**config.mk**
```make
export PLATFORM = sky130hd
export DESIGN_NAME = swqh_rsp_fifo
export DESIGN_NICKNAME = d
export VERILOG_FILES = /design/src/hdl/swqh_pkg.sv /design/src/hdl/swqh_rsp_fifo.sv
export SDC_FILE = /design/constraint.sdc
export NUM_CORES = 1
export LEC_CHECK = 0
export BUFFER_PORTS_ARGS = -buffer_cell sky130_fd_sc_hd__clkbuf_2
export CORE_UTILIZATION = 50
export DETAILED_ROUTE_END_ITERATION = 10
export HOLD_SLACK_MARGIN = 0.02
export PLACE_DENSITY = 0.8
export SKIP_CTS_REPAIR_TIMING = 1
export SLEW_MARGIN = 30
export SYNTH_ARGS = -nofsm -noshare
export SYNTH_HDL_FRONTEND = slang
export SYNTH_SLANG_ARGS = --single-unit
```
**constraint.sdc**
```tcl
create_clock -name clock -period 5.75 [get_ports clock]
set_clock_uncertainty 0.1 [all_clocks]
set_input_delay 1.15 -clock clock [delete_from_list [all_inputs] [get_ports clock]]
set_output_delay 1.15 -clock clock [all_outputs]
set_load 0.05 [all_outputs]
```
**src/hdl/swqh_pkg.sv**
```systemverilog
// Shared types and constants for the sliding window quantile histogram.
// No dependencies; every other file in hdl uses this package by scoped name.
`default_nettype none
package swqh_pkg;

   localparam int WINDOW_MAX = 1024;
   localparam int NUM_BINS   = 251;
   localparam int WIN_AW     = $clog2(WINDOW_MAX);
   localparam int BIN_AW     = $clog2(NUM_BINS);
   localparam int FILL_W     = WIN_AW + 1;
   localparam int VALUE_W    = 16;
   localparam int COUNT_W    = 20;
   localparam int STEP_W     = 16;
   localparam int PCT_W      = 7;
   localparam int CSR_DW     = 20;
   localparam int CSR_AW     = 2;

   // fixed-point constants: cutoff 5.0 in Q8.8 and bins at 1/50
   localparam logic [VALUE_W-1:0] CUTOFF_Q88 = 16'd1280;
   localparam logic [VALUE_W-1:0] BIN_RES    = 16'd50;
   localparam logic [COUNT_W-1:0] COUNT_MAX  = '1;

   // divide by 100 as multiply by ceil(2^24 / 100) and shift by 24;
   // exact for every n * percent product below 2^17
   localparam int         PCT_SHIFT = 24;
   localparam int         PCT_RW    = 18;
   localparam logic [17:0] PCT_RECIP = 18'd167773;

   // request op codes
   localparam logic [1:0] OP_SAMPLE = 2'd0;
   localparam logic [1:0] OP_BREAK  = 2'd1;
   localparam logic [1:0] OP_READ   = 2'd2;

   // register indexes
   localparam logic [CSR_AW-1:0] CSR_WIDTH   = 2'd0;
   localparam logic [CSR_AW-1:0] CSR_STEP    = 2'd1;
   localparam logic [CSR_AW-1:0] CSR_PERCENT = 2'd2;
   localparam logic [CSR_AW-1:0] CSR_MAXWIN  = 2'd3;

   localparam logic KIND_WINDOW = 1'b0;
   localparam logic KIND_READ   = 1'b1;

   typedef enum logic [1:0] {
      CMD_SAMPLE,
      CMD_BREAK,
      CMD_READ
   } cmd_kind_type;

   typedef struct packed {
      cmd_kind_type        kind;
      logic [VALUE_W-1:0]  value;
      logic [7:0]          bin_index;
   } cmd_type;

   typedef struct packed {
      logic                kind;
      logic [7:0]          bin;
      logic [COUNT_W-1:0]  bin_count;
      logic [COUNT_W-1:0]  windows_done;
   } rsp_type;

   typedef struct packed {
      logic [FILL_W-1:0]   window_width;
      logic [STEP_W-1:0]   window_step;
      logic [PCT_W-1:0]    percent_cutoff;
      logic [COUNT_W-1:0]  max_windows;
   } cfg_type;

   typedef enum logic [3:0] {
      ST_IDLE,
      ST_DIV,
      ST_KSET,
      ST_SCAN,
      ST_DRAIN,
      ST_BIT,
      ST_BIN,
      ST_HRQ,
      ST_HUPD,
      ST_HRD
   } state_type;

endpackage
`default_nettype wire

```
**src/hdl/swqh_rsp_fifo.sv**
```systemverilog
// Two-entry result queue between the back end and the response port.
// Depends on swqh_pkg.
`default_nettype none
module swqh_rsp_fifo (
   input  wire logic               clock,
   input  wire logic               reset,
   input  wire logic               push,
   input  wire swqh_pkg::rsp_type  push_data,
   output logic                    full,
   output logic                    empty,
   input  wire logic               pop,
   output swqh_pkg::rsp_type       pop_data
);

   swqh_pkg::rsp_type q_ff [2];
   logic       wr_ptr_ff, wr_ptr_in;
   logic       rd_ptr_ff, rd_ptr_in;
   logic [1:0] count_ff, count_in;
   logic       do_pop;

   assign full     = (count_ff == 2'd2);
   assign empty    = (count_ff == 2'd0);
   assign do_pop   = pop && !empty;
   assign pop_data = q_ff[rd_ptr_ff];

   always_comb begin
      wr_ptr_in = push ? !wr_ptr_ff : wr_ptr_ff;
      rd_ptr_in = do_pop ? !rd_ptr_ff : rd_ptr_ff;
      count_in  = count_ff + 2'(push) - 2'(do_pop);
   end

   always_ff @(posedge clock) begin
      if (reset) begin
         wr_ptr_ff <= 1'b0;
         rd_ptr_ff <= 1'b0;
         count_ff  <= 2'd0;
      end else begin
         wr_ptr_ff <= wr_ptr_in;
         rd_ptr_ff <= rd_ptr_in;
         count_ff  <= count_in;
      end
   end

   always_ff @(posedge clock) begin
      if (push) begin
         q_ff[wr_ptr_ff] <= push_data;
      end
   end

endmodule
`default_nettype wire

```
==> metrics.yaml <==
routing:
  firstDrtPassIters: 4
  num_vias: 1937
  drtAntennaViolNets: 0
  drt-wirelength-per-cell_um: 15.3
  drtIter0Drc: 116
  routed_wirelength_mm: 5.96
  drc: 0
  via_per_inst: 4.97
power_and_ir_drop:
  leakage_nw: 1.81
  powerDensity_nw_per_um2: 441
  peakVddDrop_mv: 0.303
  total_power_w: 0.00206
timing:
  final_hold_viol_count: 0
  rsz0062_at_grt: "false"
  setup_violations: 0
  finalCritPeriodShare_pct: 59.7
  slew_violations: 0
  tns_ns: 0
  fmax_mhz: 291
  worst_pin_slew_ns: 0.686
  holdWs_ns: 0.504
  min_period_ns: 3.43
  slew_headroom_pct: 54.3
  setup_ws_ns: 2.32
floorplanning:
  initial_utilization_pct: 52.1
  die_w_um: 89.4
  pin_count: 104
  dieArea_sq_um: 8000
  num_rows: 31
  die_h_um: 89.4
  coreArea_sq_um: 7330
min_path:
  holdPathStages: 2
  holdPathEnd: "wr_ptr_ff"
  hold_path_class: "flop to flop"
  min_from: "wr_ptr_ff"
placed_design:
  gp_congestion: 0.635
  dp_hpwl_mm: 3.87
  place_ws_ns: 2.67
  portBuffers: 103
  placed_area_sq_um: 4440
worst_setup_path:
  r2r-start: "count_ff[1]"
  r2r_end: "count_ff[1]"
  cpMaxStageDelayCell: "dfxtp_2"
  worst_setup_path_end_kind: "output pin"
  arrival_ns: 2.18
  path_buf_inv: 2
  cp-start-kind: "flop"
  r2r_cells: 6
  required_ns: 4.50
  slowest_delay_ns: 0.70
  criticalPathCategory: "flop to output pin"
  path_delay_family: "buffers and inverters"
  path_max_fanout: 29
  path_cells: "buf_4 > mux2_2 > clkbuf_2"
  r2r_slack_ns: 4.21
layout:
  layout_commonest_cell: "clkbuf_2"
  final_area_sq_um: 4680
  syn2layout_area_growth_pct: 22.5
  fin_nets: 341
  drive_above_1_share_pct: 59.8
  diodes: 0
  final_cell_mix: "clkbuf_2 (103), edfxtp_1 (98), mux2_2 (41), mux2_4 (10), clkbuf_8 (9)"
synth:
  ys_seq_area_share_pct: 79.6
  netlist_area_sq_um: 3820
  syn_nets: 230
  synth.distinct_cells: 15
  syn_avg_cell_area_sq_um: 21.8
  synth_cells: 175
  yosysWarnings: 0
  ys_ff_latch: 103
clock_network:
  clock_path_buffers: 2
  cts_root_buf: "clkbuf_8"
  cts_sinks: 103
  cts_tree: "done"
  path_clk_slew_ns: 0.09
  clock_latency_ns: 0.34
  cts_inserted_buffers: 9
  htreeDepth: 3
global_route:
  grt_pass1_wl_mm: 8.39
  antenna_found_initial: 0
  grtUsageTotal_pct: 15.0
  overflow: 0
  grt_pass1_vias: 1856
  grt_max_degree: 50
outcome:
  status: "completed"
run:
  cap_violations: 0
-- layout make-up --
| class | instances | area (sq um) |
|---|---|---|
| inverters | 2 | 7.51 |
| flip-flops and latches | 103 | 3040 |
| well taps | 99 | 124 |
| clock buffers | 10 | 128 |
| repair buffers | 105 | 531 |
| multi-input cells | 65 | 732 |
| fillers | 536 | 2650 |
| clock inverters | 6 | 115 |
-- cells in the mapped netlist --
cell type / instances / area [sq um]
ha_1: 2 / 25.0
nor2b_1: 4 / 25.0
xnor2_1: 1 / 8.76
buf_8: 1 / 15.0
mux2_4: 10 / 150
edfxtp_1: 98 / 2940
o21a_1: 1 / 7.51
dfxtp_1: 5 / 100
nor2_1: 4 / 15.0
buf_6: 1 / 11.3
xnor3_1: 1 / 22.5
inv_1: 2 / 7.51
and2_1: 1 / 6.26
buf_4: 3 / 22.5
mux2_2: 41 / 462
-- stage by stage --
stage               cells  util (%)
floorplan             175         -
global placement      374      60.5
detailed placement    374      60.5
CTS                   390      63.9
global route          390      63.9
finish                390      63.9
-- kinds of logic (layout without fill, tap and decap cells) --
kind of cell    count (synthesis)  in the layout  share of synthesized area (%)
xor+xnor                        2              2                          0.819
compound gates                  1              1                          0.197
mux                            51             51                           16.0
flops                         103            103                           79.6
simple gates                    9              9                           1.21
fa+ha+maj                       2              2                          0.655
buf+inv                         7            123                           1.47
-- flip-flops by register name, indices dropped and copies added (netlist names), named ones only --
signal and cells:
q_ff 98, count_ff 2, wr_ptr_ff 1, rd_ptr_ff 1
-- power by group --
group,switching [W],internal (W)
registers,0.0000387,0.000881
clock network,0.000236,0.000292
logic,0.000418,0.000196
total,0.000692,0.00137
-- worst max-delay path by stage --
stage | startpoint | endpoint | depth (start not counted)
2_1_floorplan | push | q_ff[0][0] | 1
3_3_place_gp | flop | pop_data[21] | 3
3_5_place_dp | flop | pop_data[21] | 3
4_1_cts | flop | pop_data[21] | 3
5_1_grt | flop | pop_data[21] | 3
6_report | flop | pop_data[21] | 3
-- worst reg2reg max path, cell delays in order (launching register included) --
cell and delay, ns:
dfxtp_1 0.36, o21a_1 0.24, ha_1 0.28, inv_1 0.06, ha_1 0.14, xnor3_1 0.21, nor2_1 0.10
-- routing by layer --
metal / vias to the layer above / track usage [%] / share of wire, %
met5: - / 0 / 0
met4: 0 / 5.63 / 1.2
met3: 8 / 4.99 / 6.0
met2: 71 / 26.4 / 52
met1: 958 / 17.1 / 41
li1: 900 / - / -
No activity file was read; power rests on OpenSTA's default activity.
