$ cat src/hdl/swqh_pkg.sv
// Shared types and constants for the sliding window quantile histogram.
// No dependencies; every other file in hdl uses this package by scoped name.
`default_nettype none
package swqh_pkg;

   localparam int WINDOW_MAX = 1024;
   localparam int NUM_BINS   = 251;
   localparam int WIN_AW     = $clog2(WINDOW_MAX);
   localparam int BIN_AW     = $clog2(NUM_BINS);
   localparam int FILL_W     = WIN_AW + 1;
   localparam int VALUE_W    = 16;
   localparam int COUNT_W    = 20;
   localparam int STEP_W     = 16;
   localparam int PCT_W      = 7;
   localparam int CSR_DW     = 20;
   localparam int CSR_AW     = 2;

   // fixed-point constants: cutoff 5.0 in Q8.8 and bins at 1/50
   localparam logic [VALUE_W-1:0] CUTOFF_Q88 = 16'd1280;
   localparam logic [VALUE_W-1:0] BIN_RES    = 16'd50;
   localparam logic [COUNT_W-1:0] COUNT_MAX  = '1;

   // divide by 100 as multiply by ceil(2^24 / 100) and shift by 24;
   // exact for every n * percent product below 2^17
   localparam int         PCT_SHIFT = 24;
   localparam int         PCT_RW    = 18;
   localparam logic [17:0] PCT_RECIP = 18'd167773;

   // request op codes
   localparam logic [1:0] OP_SAMPLE = 2'd0;
   localparam logic [1:0] OP_BREAK  = 2'd1;
   localparam logic [1:0] OP_READ   = 2'd2;

   // register indexes
   localparam logic [CSR_AW-1:0] CSR_WIDTH   = 2'd0;
   localparam logic [CSR_AW-1:0] CSR_STEP    = 2'd1;
   localparam logic [CSR_AW-1:0] CSR_PERCENT = 2'd2;
   localparam logic [CSR_AW-1:0] CSR_MAXWIN  = 2'd3;

   localparam logic KIND_WINDOW = 1'b0;
   localparam logic KIND_READ   = 1'b1;

   typedef enum logic [1:0] {
      CMD_SAMPLE,
      CMD_BREAK,
      CMD_READ
   } cmd_kind_type;

   typedef struct packed {
      cmd_kind_type        kind;
      logic [VALUE_W-1:0]  value;
      logic [7:0]          bin_index;
   } cmd_type;

   typedef struct packed {
      logic                kind;
      logic [7:0]          bin;
      logic [COUNT_W-1:0]  bin_count;
      logic [COUNT_W-1:0]  windows_done;
   } rsp_type;

   typedef struct packed {
      logic [FILL_W-1:0]   window_width;
      logic [STEP_W-1:0]   window_step;
      logic [PCT_W-1:0]    percent_cutoff;
      logic [COUNT_W-1:0]  max_windows;
   } cfg_type;

   typedef enum logic [3:0] {
      ST_IDLE,
      ST_DIV,
      ST_KSET,
      ST_SCAN,
      ST_DRAIN,
      ST_BIT,
      ST_BIN,
      ST_HRQ,
      ST_HUPD,
      ST_HRD
   } state_type;

endpackage
`default_nettype wire

$ cat src/hdl/swqh_front.sv
// Front end: takes request beats, classifies the op and queues commands.
// Depends on swqh_pkg.
`default_nettype none
module swqh_front (
   input  wire logic               clock,
   input  wire logic               reset,
   input  wire logic               req_push,
   output logic                    req_full,
   input  wire logic [1:0]         req_op,
   input  wire logic [15:0]        req_error_value,
   input  wire logic [7:0]         req_bin_index,
   output logic                    cmd_valid,
   output swqh_pkg::cmd_type       cmd,
   input  wire logic               cmd_pop
);

   localparam int DEPTH = 4;
   localparam int PW    = $clog2(DEPTH);

   swqh_pkg::cmd_type q_ff [DEPTH];
   logic [PW-1:0] wr_ptr_ff, wr_ptr_in;
   logic [PW-1:0] rd_ptr_ff, rd_ptr_in;
   logic [PW:0]   count_ff, count_in;
   logic          take;
   logic          keep;
   swqh_pkg::cmd_type new_cmd;

   // classify: unused op codes are taken and dropped here
   always_comb begin
      new_cmd.value     = req_error_value;
      new_cmd.bin_index = req_bin_index;
      keep              = 1'b1;
      unique case (req_op)
         swqh_pkg::OP_SAMPLE: new_cmd.kind = swqh_pkg::CMD_SAMPLE;
         swqh_pkg::OP_BREAK:  new_cmd.kind = swqh_pkg::CMD_BREAK;
         swqh_pkg::OP_READ:   new_cmd.kind = swqh_pkg::CMD_READ;
         default: begin
            new_cmd.kind = swqh_pkg::CMD_SAMPLE;
            keep         = 1'b0;
         end
      endcase
   end

   assign req_full  = (count_ff == (PW+1)'(DEPTH));
   assign take      = req_push && !req_full && keep;
   assign cmd_valid = (count_ff != '0);
   assign cmd       = q_ff[rd_ptr_ff];

   // pointer update
   always_comb begin
      wr_ptr_in = take ? wr_ptr_ff + 1'b1 : wr_ptr_ff;
      rd_ptr_in = cmd_pop ? rd_ptr_ff + 1'b1 : rd_ptr_ff;
      count_in  = count_ff + (PW+1)'(take) - (PW+1)'(cmd_pop);
   end

   always_ff @(posedge clock) begin
      if (reset) begin
         wr_ptr_ff <= '0;
         rd_ptr_ff <= '0;
         count_ff  <= '0;
      end else begin
         wr_ptr_ff <= wr_ptr_in;
         rd_ptr_ff <= rd_ptr_in;
         count_ff  <= count_in;
      end
   end

   // queue storage
   always_ff @(posedge clock) begin
      if (take) begin
         q_ff[wr_ptr_ff] <= new_cmd;
      end
   end

endmodule
`default_nettype wire

$ cat config.mk
export PLATFORM = sky130hd
export DESIGN_NAME = swqh_front
export DESIGN_NICKNAME = d
export VERILOG_FILES = /design/src/hdl/swqh_pkg.sv /design/src/hdl/swqh_front.sv
export SDC_FILE = /design/constraint.sdc
export NUM_CORES = 1
export LEC_CHECK = 0
export BUFFER_PORTS_ARGS = -buffer_cell sky130_fd_sc_hd__buf_2
export CAP_MARGIN = 20
export CORE_ASPECT_RATIO = 1.5
export CORE_MARGIN = 1
export CORE_UTILIZATION = 51
export DETAILED_ROUTE_END_ITERATION = 12
export GPL_ROUTABILITY_DRIVEN = 0
export GPL_TIMING_DRIVEN = 0
export HOLD_SLACK_MARGIN = 0.12
export PLACE_DENSITY = 0.75
export SYNTH_ARGS = -nofsm -noshare
export SYNTH_HDL_FRONTEND = slang
export SYNTH_SLANG_ARGS = --single-unit
export TNS_END_PERCENT = 5
$ cat constraint.sdc
create_clock -name clock -period 2.2 [get_ports clock]
set_clock_uncertainty 0.05 [all_clocks]
set_input_delay 0.11 -clock clock [delete_from_list [all_inputs] [get_ports clock]]
set_output_delay 0.11 -clock clock [all_outputs]
set_load 0.01 [all_outputs]
==> flow_summary.json <==
{
  "ff2ff_setup_slack_ns": 0.10,
  "ant_nets": 0,
  "die-width_um": 76.90,
  "startpoint_type": "flip-flop",
  "place.detailed.hpwl_um": 4253,
  "clockBufferDepth": 2,
  "finalSetupViolations": 0,
  "num_vias": 2086,
  "initial_core_util_pct": 52.93,
  "crit_chain": "nor3b_4, a211oi_4, inv_1, ha_1, inv_1, ha_1, inv_1, fa_2, xor2_1, and2_1, nor3_1",
  "reg2reg_from": "count_ff[2]",
  "grt_max_degree": 27,
  "dr.pass1.iters": 4,
  "rows": 40,
  "tightest_slew_ns": 0.6949,
  "grt_pass1_vias": 2245,
  "synth.distinct_cells": 25,
  "wl_per_cell_um": 17.28,
  "max_freq_mhz": 477.2,
  "syn_nets": 223,
  "drv_cap": 0,
  "postPlaceCellArea_um2": 4703,
  "numClockSinks": 113,
  "drcViolationCount": 0,
  "cpMaxStageDelayCell": "fa_2",
  "fin_nets": 328,
  "path_common_cell": "inv_1",
  "crit_required_ns": 2.48,
  "pin_count": 58,
  "nFillCells": 542,
  "vias_per_cell": 5.100,
  "post-synth-top-count-cell": "edfxtp_1",
  "h-tree-depth": 4,
  "yosysSeqAreaShare_pct": 76.97,
  "core_area_um2": 8108,
  "r2r_cells": 11,
  "grt.overflow.total": 0,
  "vdd_drop_max_mv": 0.7769,
  "grt_use_total_pct": 18.27,
  "fin_crit_sh_pct": 95.25,
  "antennaDiodeCount": 0,
  "min_to": "wr_ptr_ff[1]",
  "min_period_ns": 2.095,
  "path_class": "reg2reg",
  "synth-seq-cells": 113,
  "async_flop_share_pct": 0,
  "met3WireLength_um": 266,
  "worst_path_largest_cell_delay_ns": 0.33,
  "syn_to_final_growth_pct": 30.76,
  "total_power_w": 0.006103,
  "hold_start": "req_push",
  "drive_gt1_share_pct": 42.43,
  "synth_ff_type": "edfxtp_1",
  "cts_tree": "done",
  "synth_area_leaders": "edfxtp_1 73%, mux4_2 13%, dfxtp_1 4.2%",
  "hold_path_class": "in2reg",
  "ys_top_cells_by_count": "104 x edfxtp_1, 24 x mux4_2, 9 x dfxtp_1, 7 x nor2_1",
  "hold_depth": 6,
  "synth_edf_count": 104,
  "yosys_warnings": 0,
  "yosysTopAreaCell": "edfxtp_1",
  "finalHoldViolCount": 0,
  "insertion_delay_ns": 0.40,
  "crit_start": "count_ff[2]",
  "synth_top_area_share_pct": 72.77,
  "wl_met2_um": 3885,
  "cts_root_buf": "clkbuf_16",
  "power.leakage_nw": 2.019,
  "power_density_nw_per_um2": 1088,
  "netlist_area_um2": 4292,
  "numCtsBuffers": 17,
  "grt_pass1_wl_um": 11080,
  "avgSynthCellArea_um2": 23.07,
  "slew_viol_final": 0,
  "critPathMaxFanout": 3,
  "clk_pin_slew_ns": 0.05,
  "drt-total-wl_um": 7067,
  "highest_layer": "met4",
  "cp.arrival_ns": 2.37,
  "outcome": "finished, final reports clean",
  "fin_area_um2": 5612,
  "fin_setup_tns_ns": 0,
  "antenna_found_initial": 0,
  "worstReg2RegEnd": "count_ff[2]",
  "worstSetupEndpointType": "flip-flop",
  "die_area_um2": 8794,
  "drt-initial-drc-count": 118,
  "slew_headroom_pct": 53.67,
  "dieHeight_um": 114.4,
  "wl_met1_um": 2702,
  "port_buffers": 56,
  "synth_cells": 186
}
registers in the layout, summed over array words and instances, names as in the netlist, named ones only:
signal / cells
wr_ptr_ff: 2
rd_ptr_ff: 2
count_ff: 3
q_ff: 104
placed cells by master (no fill, tap or decap), drive strengths merged:
master,count
a211oi,1
and2,5
buf,64
bufinv,4
clkbuf,20
clkinv,8
clkinvlp,1
dfxtp,9
dlygate4sd3,28
edfxtp,104
fa,1
ha,6
inv,6
mux2,1
mux2i,1
mux4,26
nand2,1
nand2b,2
nor2,7
nor2b,3
nor3,1
nor3b,1
or3,1
xnor2,1
xor2,2
critical path: cells and delay by family, from the launching register on:
| kind | cells | cell delay [ns] |
|---|---|---|
| fa+ha+maj | 3 | 0.72 |
| xor+xnor | 1 | 0.15 |
| simple gates | 3 | 0.44 |
| buf+inv | 3 | 0.17 |
| flops | 1 | 0.32 |
| compound gates | 1 | 0.17 |
power by group:
group	internal, W	switching [W]	leakage (nW)
combinational	0.000375	0.000372	0.692
clock	0.00190	0.000845	0.303
sequential	0.00255	0.0000658	1.02
total	0.00482	0.00128	2.02
cell families (layout without fill, tap and decap cells):
group	Yosys count	after routing	share of synthesized area, %
buffers and inverters	13	131	2.332
AO/OA/AOI/OAI	1	1	0.4665
AND/OR/NAND/NOR	21	21	3.003
adder cells (fa/ha/maj)	7	7	2.216
flip-flops	113	113	76.97
XOR/XNOR	3	3	0.6124
multiplexers	28	28	14.40
through the flow:
stage | utilization (%) | cells | hold WS [ns] | setup WS, ns
final | 69.21 | 409 | 0.3268 | 0.1046
after detailed placement | 58.01 | 347 | 0.2695 | -0.1888
after global routing | 69.21 | 409 | 0.3459 | -0.009588
after CTS | 69.12 | 408 | 0.1942 | 0.03845
after floorplan | - | 186 | 0.1589 | 0.002637
after global placement | 58.01 | 347 | 0.2654 | -0.1420
routing by layer:
layer	up-vias	track usage, %
met5	-	0
met4	0	13.72
met3	13	5.179
met2	58	31.01
met1	1051	19.23
li1	964	-
layout make-up:
class                   count  area (µm²)  area share, %
flip-flops and latches    113        3304          58.89
clock inverters            13       166.4          2.965
well taps                 105       131.4          2.341
multi-input cells          60       890.9          15.88
clock buffers              19       442.9          7.893
plain buffers               7       77.57          1.382
inverters                   6       22.52         0.4013
repair buffers             86       575.6          10.26
worst max-delay path by stage:
| stage | endpoint | slack (ns) | cells past startpoint |
|---|---|---|---|
| floorplan | count_ff[2] | 0.003 | 11 |
| global placement | count_ff[2] | -0.14 | 11 |
| detailed placement | count_ff[2] | -0.19 | 11 |
| CTS | count_ff[2] | 0.04 | 11 |
| global route | count_ff[2] | -0.01 | 11 |
| finish | count_ff[2] | 0.10 | 11 |
what timing repair did:
item | CTS | global route
pin swaps | 1 | 1
setup buffers | 1 | 1
gates resized for setup | 2 | 0
endpoints found under the setup margin | 1 | 1
hold buffers | 28 | 0
endpoints found under the hold margin | 113 | 0
No activity file was read; power rests on OpenSTA's default activity.
